### config.mk
export PLATFORM = sky130hd
export DESIGN_NAME = lldp_tlv_deframer
export DESIGN_NICKNAME = d
export VERILOG_FILES = /design/src/hdl/lldp_pkg.sv /design/src/hdl/lldp_tlv_deframer.sv /design/src/hdl/lldp_parse.sv
export SDC_FILE = /design/constraint.sdc
export NUM_CORES = 1
export LEC_CHECK = 0
export BUFFER_PORTS_ARGS = -buffer_cell sky130_fd_sc_hd__buf_2
export CAP_MARGIN = 20
export CORE_ASPECT_RATIO = 0.9
export CORE_MARGIN = 2
export CORE_UTILIZATION = 35
export CTS_CLUSTER_DIAMETER = 50
export DETAILED_ROUTE_END_ITERATION = 12
export PLACE_DENSITY_LB_ADDON = 0.25
export SLEW_MARGIN = 20
export SYNTH_ARGS = -nofsm -noshare
export SYNTH_HDL_FRONTEND = slang
export SYNTH_SLANG_ARGS = --single-unit
### constraint.sdc
create_clock -name clk_i -period 4.1 [get_ports clk_i]
set_input_delay 0.205 -clock clk_i [delete_from_list [all_inputs] [get_ports clk_i]]
set_output_delay 0.205 -clock clk_i [all_outputs]
set_load 0.05 [all_outputs]
### src/hdl/lldp_pkg.sv
package lldp_pkg;

  localparam int unsigned OUI_BYTES = 3;

  // Parser phases
  localparam logic [2:0] PH_SKIP = 3'd0;
  localparam logic [2:0] PH_HDR0 = 3'd1;
  localparam logic [2:0] PH_HDR1 = 3'd2;
  localparam logic [2:0] PH_OUI  = 3'd3;
  localparam logic [2:0] PH_SUB  = 3'd4;
  localparam logic [2:0] PH_VAL  = 3'd5;
  localparam logic [2:0] PH_DONE = 3'd6;

  // Byte roles
  localparam logic [2:0] ROLE_LINK = 3'd0;
  localparam logic [2:0] ROLE_HDR  = 3'd1;
  localparam logic [2:0] ROLE_OUI  = 3'd2;
  localparam logic [2:0] ROLE_SUB  = 3'd3;
  localparam logic [2:0] ROLE_VAL  = 3'd4;
  localparam logic [2:0] ROLE_IGN  = 3'd5;

  localparam logic [6:0] TLV_TYPE_END     = 7'd0;
  localparam logic [6:0] TLV_TYPE_PRIVATE = 7'd127;

  localparam logic [6:0] HDR_LEN_RESET = 7'd14;
  localparam logic [8:0] PRIV_OVERHEAD = 9'(OUI_BYTES + 1);

  typedef struct packed {
    logic [2:0]  phase;
    logic [6:0]  byte_count;
    logic [7:0]  header_high;
    logic [6:0]  cur_type;
    logic [8:0]  cur_length;
    logic [8:0]  offset_count;
    logic [23:0] oui;
    logic [7:0]  subtype;
  } state_t;

  localparam state_t STATE_CLEAR = '{
    phase:        PH_SKIP,
    byte_count:   7'd0,
    header_high:  8'd0,
    cur_type:     7'd0,
    cur_length:   9'd0,
    offset_count: 9'd0,
    oui:          24'd0,
    subtype:      8'd0
  };

  typedef struct packed {
    logic [7:0]  byte_out;
    logic [2:0]  byte_role;
    logic [6:0]  tlv_type;
    logic [8:0]  value_length;
    logic [8:0]  value_offset;
    logic [23:0] org_id;
    logic [7:0]  org_subtype;
    logic        tlv_last;
    logic        frame_done;
    logic        malformed;
  } result_t;

endpackage

### src/hdl/lldp_tlv_deframer.sv
// Channel   Direction  Handshake              Payload
// input     in         in_valid_i/in_stall_o  data_byte_i, frame_last_i
// output    out        out_valid_o/out_stall_i byte_out_o .. malformed_o
// config    in         cfg_we_i               cfg_data_i (header_length)
//
// One result per input byte, one byte per cycle while out_stall_i is low;
// the single result register after the per-byte parser holds each result.
// A request is taken while the result register is empty or being drained.
// Reset empties the result register, restores header_length to 14 and
// returns the parser to the link header skip.
// A stall on the output holds the result and stalls the input in turn.
module lldp_tlv_deframer (
  input  logic        clk_i,
  input  logic        rst_ni,
  input  logic        cfg_we_i,
  input  logic [6:0]  cfg_data_i,
  input  logic        in_valid_i,
  output logic        in_stall_o,
  input  logic [7:0]  data_byte_i,
  input  logic        frame_last_i,
  output logic        out_valid_o,
  input  logic        out_stall_i,
  output logic [7:0]  byte_out_o,
  output logic [2:0]  byte_role_o,
  output logic [6:0]  tlv_type_o,
  output logic [8:0]  value_length_o,
  output logic [8:0]  value_offset_o,
  output logic [23:0] org_id_o,
  output logic [7:0]  org_subtype_o,
  output logic        tlv_last_o,
  output logic        frame_done_o,
  output logic        malformed_o
);
  import lldp_pkg::*;

  logic [6:0] hdr_len_q;
  state_t     state_q, state_d;
  result_t    res_q, res_d;
  logic       out_valid_q, out_valid_d;
  logic       accept;

  assign in_stall_o  = out_valid_q & out_stall_i;
  assign accept      = in_valid_i & ~in_stall_o;
  assign out_valid_d = accept | (out_valid_q & out_stall_i);

  lldp_parse u_parse (
    .state_i        (state_q),
    .data_byte_i    (data_byte_i),
    .frame_last_i   (frame_last_i),
    .header_length_i(hdr_len_q),
    .state_o        (state_d),
    .result_o       (res_d)
  );

  always_ff @(posedge clk_i or negedge rst_ni) begin
    if (!rst_ni) begin
      hdr_len_q   <= HDR_LEN_RESET;
      state_q     <= STATE_CLEAR;
      out_valid_q <= 1'b0;
    end else begin
      if (cfg_we_i) begin
        hdr_len_q <= cfg_data_i;
      end
      if (accept) begin
        state_q <= state_d;
      end
      out_valid_q <= out_valid_d;
    end
  end

  always_ff @(posedge clk_i) begin
    if (accept) begin
      res_q <= res_d;
    end
  end

  assign out_valid_o    = out_valid_q;
  assign byte_out_o     = res_q.byte_out;
  assign byte_role_o    = res_q.byte_role;
  assign tlv_type_o     = res_q.tlv_type;
  assign value_length_o = res_q.value_length;
  assign value_offset_o = res_q.value_offset;
  assign org_id_o       = res_q.org_id;
  assign org_subtype_o  = res_q.org_subtype;
  assign tlv_last_o     = res_q.tlv_last;
  assign frame_done_o   = res_q.frame_done;
  assign malformed_o    = res_q.malformed;

endmodule

### src/hdl/lldp_parse.sv
module lldp_parse (
  input  lldp_pkg::state_t  state_i,
  input  logic [7:0]        data_byte_i,
  input  logic              frame_last_i,
  input  logic [6:0]        header_length_i,
  output lldp_pkg::state_t  state_o,
  output lldp_pkg::result_t result_o
);
  import lldp_pkg::*;

  logic [2:0]  phase;
  logic [8:0]  len;
  logic [6:0]  htype;
  logic [9:0]  off_inc;
  logic [23:0] oui_next;
  logic [6:0]  cnt_inc;
  state_t      nxt;
  result_t     res;

  always_comb begin
    nxt      = state_i;
    res      = '0;
    len      = {state_i.header_high[0], data_byte_i};
    htype    = state_i.header_high[7:1];
    off_inc  = {1'b0, state_i.offset_count} + 10'd1;
    oui_next = {state_i.oui[15:0], data_byte_i};
    cnt_inc  = state_i.byte_count + 7'd1;

    res.byte_out = data_byte_i;

    // header length is compared live, so a late rewrite takes effect at once
    phase = state_i.phase;
    if (phase == PH_SKIP && state_i.byte_count >= header_length_i) begin
      phase = PH_HDR0;
    end

    unique case (phase)
      PH_SKIP: begin
        nxt.byte_count = cnt_inc;
        res.byte_role  = ROLE_LINK;
      end
      PH_HDR0: begin
        nxt.header_high  = data_byte_i;
        nxt.cur_type     = data_byte_i[7:1];
        nxt.cur_length   = '0;
        nxt.offset_count = '0;
        nxt.oui          = '0;
        nxt.subtype      = '0;
        nxt.byte_count   = '0;
        nxt.phase        = PH_HDR1;
        res.byte_role    = ROLE_HDR;
        res.tlv_type     = data_byte_i[7:1];
        res.malformed    = frame_last_i;
      end
      PH_HDR1: begin
        nxt.cur_type  = htype;
        res.byte_role = ROLE_HDR;
        if (htype == TLV_TYPE_END) begin
          nxt.cur_length = len;
          nxt.phase      = PH_DONE;
          res.tlv_last   = 1'b1;
          res.frame_done = 1'b1;
        end else if (htype == TLV_TYPE_PRIVATE && len >= PRIV_OVERHEAD) begin
          nxt.cur_length = len - PRIV_OVERHEAD;
          nxt.byte_count = '0;
          nxt.phase      = PH_OUI;
        end else begin
          nxt.cur_length = len;
          if (len == '0) begin
            res.tlv_last = 1'b1;
            nxt.phase    = PH_HDR0;
          end else begin
            nxt.offset_count = '0;
            nxt.phase        = PH_VAL;
          end
        end
        res.tlv_type     = htype;
        res.value_length = nxt.cur_length;
        res.malformed    = frame_last_i & ~res.tlv_last;
      end
      PH_OUI: begin
        nxt.oui          = oui_next;
        nxt.byte_count   = cnt_inc;
        res.byte_role    = ROLE_OUI;
        res.tlv_type     = state_i.cur_type;
        res.value_length = state_i.cur_length;
        res.org_id       = oui_next;
        if (cnt_inc >= 7'(OUI_BYTES)) begin
          nxt.byte_count = '0;
          nxt.phase      = PH_SUB;
        end
        res.malformed = frame_last_i;
      end
      PH_SUB: begin
        nxt.subtype      = data_byte_i;
        res.byte_role    = ROLE_SUB;
        res.tlv_type     = state_i.cur_type;
        res.value_length = state_i.cur_length;
        res.org_id       = state_i.oui;
        res.org_subtype  = data_byte_i;
        if (state_i.cur_length == '0) begin
          res.tlv_last = 1'b1;
          nxt.phase    = PH_HDR0;
        end else begin
          nxt.offset_count = '0;
          nxt.phase        = PH_VAL;
        end
        res.malformed = frame_last_i & ~res.tlv_last;
      end
      PH_VAL: begin
        res.byte_role    = ROLE_VAL;
        res.tlv_type     = state_i.cur_type;
        res.value_length = state_i.cur_length;
        res.value_offset = state_i.offset_count;
        res.org_id       = state_i.oui;
        res.org_subtype  = state_i.subtype;
        if (off_inc >= {1'b0, state_i.cur_length}) begin
          res.tlv_last = 1'b1;
          nxt.phase    = PH_HDR0;
        end
        nxt.offset_count = off_inc[8:0];
        res.malformed    = frame_last_i & ~res.tlv_last;
      end
      default: begin
        res.byte_role  = ROLE_IGN;
        res.frame_done = 1'b1;
        nxt.phase      = PH_DONE;
      end
    endcase

    if (frame_last_i) begin
      res.frame_done = 1'b1;
      nxt            = STATE_CLEAR;
    end
  end

  assign state_o  = nxt;
  assign result_o = res;

endmodule

==> out/qor.yml <==
cts_tree: "built"
drtPass1Iterations: 6
syn_to_final_growth_pct: 18.7
report.final.slew_viol_count: 0
yosys-top-cells-count: "106 x nand2_1, 80 x dfrtp_1, 71 x edfxtp_1"
gp_congestion: 0.835
drcViolationCount: 0
antenna_found_initial: 0
cts-buffers-inserted: 17
rows: 50
maxSlewHeadroom: 0.258
crit_path_end_kind: "flip-flop"
tightest_slew_ps: 1110
drt_iter0_drc: 349
cts.sinks: 154
grt_remaining_overflow: 0
drive_gt1_frac: 0.202
synth_flop_cell: "dfrtp_1"
yosys_warnings: 0
initial_core_util: 0.353
grt_pass1_vias: 5704
period_share: 0.760
ir_worst_vdd_v: 0.000339
max_freq_ghz: 0.321
critPathKind: "flip-flop to flip-flop"
async_reset_ff_frac: 0.539
worst_ep_arrival_time_ps: 3430
clk_pin_slew_worst_paths_ps: 60
ios: 94
yosysMostFrequentCell: "nand2_1"
setup_violations: 0
cap_violations: 0
r2r_slack_ps: 980
outcome: "complete, no violations"
cp_max_fo: 7
drt_wl_total_um: 18200
grt_max_degree: 54
detail_route.wl_per_cell_um: 17.7
hp-class: "input port to flip-flop"
clock_skew_ps: 8.21
p_leak_nw: 3.68
die_w_um: 156
ant_nets: 0
fin_tns_setup_ps: 0
p_per_area_nw_per_um2: 579
holdWs_ps: 8.25
synth_seq_cells: 154
fill_cells: 1927
yosys.area.top_type: "edfxtp_1"
synth-edff-count: 71
root_buffer: "clkbuf_16"
netlist.area_leader.share: 0.293
final_nets: 796
postCtsSetupBuffers: 0
holdBufCountCts: 6
vias: 5591
htree_levels: 4
fp.dieH_um: 141
rsz0062_at_grt: "no"
grtUsageTotal: 0.174
syn_area_um2: 7270
dieArea_um2: 21900
synth.net_count: 706
grt_pass1_wl_um: 29700
viasPerCell: 5.45
clk_path_buf_depth: 2
synth_cells: 663
synth.area.top_cells: "edfxtp_1 29%, dfrtp_1 28%, nand2_1 5.5%"
crit_path_start_kind: "flip-flop"
final-hold-violation-count: 0
core_area_um2: 20600
yosysSeqAreaShare: 0.580
syn_area_per_cell_um2: 11.0
period_needed_ps: 3120
clk_latency_ps: 430
port_buffers: 93
cts_resized: 0
power_mw: 5.00
dp_hpwl_um: 12300
worstPathRequired_ps: 4410
antennaDiodeCount: 0
yosysUniqueCellTypes: 61
kinds of logic (layout without fill, tap and decap cells):
logic type | after synthesis | after routing | synth area share
compound gates | 170 | 170 | 0.164
xor+xnor | 15 | 15 | 0.0181
fa+ha+maj | 22 | 22 | 0.0379
buf+inv | 72 | 175 | 0.0387
flops | 154 | 154 | 0.580
mux | 17 | 17 | 0.0238
simple gates | 213 | 213 | 0.138
metrics by stage:
step	cells	util	setup WS, ps	instance area (um2)
floorplan	663	-	1010	7270
global placement	988	0.389	1140	8010
detailed placement	988	0.389	1020	8010
CTS	1026	0.419	1010	8630
global route	1026	0.419	788	8630
finish	1026	0.419	984	8630
report_power, final:
| group | total, mW | switching [mW] | internal (mW) | leakage (nW) |
|---|---|---|---|---|
| Sequential | 2.03 | 0.197 | 1.83 | 1.83 |
| Combinational | 1.44 | 0.997 | 0.442 | 1.59 |
| Clock | 1.53 | 0.673 | 0.853 | 0.269 |
area by class of cell:
type / count / area [um2] / area share
well taps: 260 / 325 / 0.0377
inverters: 32 / 121 / 0.0141
flip-flops and latches: 154 / 4210 / 0.488
clock inverters: 13 / 133 / 0.0154
clock buffers: 19 / 433 / 0.0502
repair buffers: 111 / 618 / 0.0716
multi-input cells: 437 / 2790 / 0.323
layout by cell type, fill, tap and decap left out, types with 4 or more instances in the layout:
master | netlist | routed
a222oi_1 | 7 | 7
a22o_1 | 45 | 45
dfrtp_1 | 80 | 80
inv_6 | 0 | 5
xnor2_1 | 7 | 7
nor4_1 | 4 | 4
o21ai_1 | 38 | 38
a21oi_1 | 15 | 15
ha_1 | 22 | 22
nand3_1 | 13 | 13
a22oi_1 | 4 | 4
nor3_1 | 10 | 10
edfxtp_1 | 71 | 71
o21ai_0 | 27 | 27
nand2_1 | 106 | 106
o2bb2ai_1 | 5 | 5
and3_1 | 10 | 10
buf_2 | 3 | 92
inv_1 | 31 | 30
nand2b_1 | 5 | 5
dlygate4sd3_1 | 0 | 6
clkbuf_16 | 0 | 17
xor2_1 | 8 | 8
mux2i_1 | 15 | 15
nor2_1 | 36 | 34
nand4_1 | 7 | 7
buf_4 | 0 | 13
worst max-delay path: stages (launching register included):
cell and delay, ps:
dfrtp_1 460, ha_1 240, nand3_1 120, nor2_1 250, nand3_1 130, xnor2_1 200
ha_1 270, nor2b_1 130, a311o_1 320, a41oi_1 210, nor2b_1 290, nor2_1 110
a32o_1 270
sequential cells by signal, summed over array words and instances (netlist names):
signal	count
org_subtype_o	8
hdr_len_q	7
byte_out_o	8
tlv_last_o	1
out_valid_o	1
byte_role_o	3
value_offset_o	9
value_length_o	9
state_q	75
tlv_type_o	7
org_id_o	24
frame_done_o	1
malformed_o	1
path summary, 6_finish.rpt:
check | start | endpoint | cells after the start
worst max-delay path | state_q[32] | state_q[74] | 12
worst min-delay path | cfg_data_i[1] | hdr_len_q[1] | 3
worst max register to register | state_q[32] | state_q[74] | 12
worst min register to register | state_q[25] | state_q[25] | 2
max in group asynchronous | rst_ni | state_q[73] | 3
min in group asynchronous | rst_ni | state_q[30] | 2
metal layers:
metal	GRT usage	up-vias	part of all wire	wire [um]
li1	-	2599	-	-
met1	0.220	2753	0.44	7950
met2	0.288	219	0.48	8780
met3	0.0381	20	0.066	1210
met4	0.0729	0	0.015	269
met5	0	-	0	0
(Power assumes the default switching activity.)
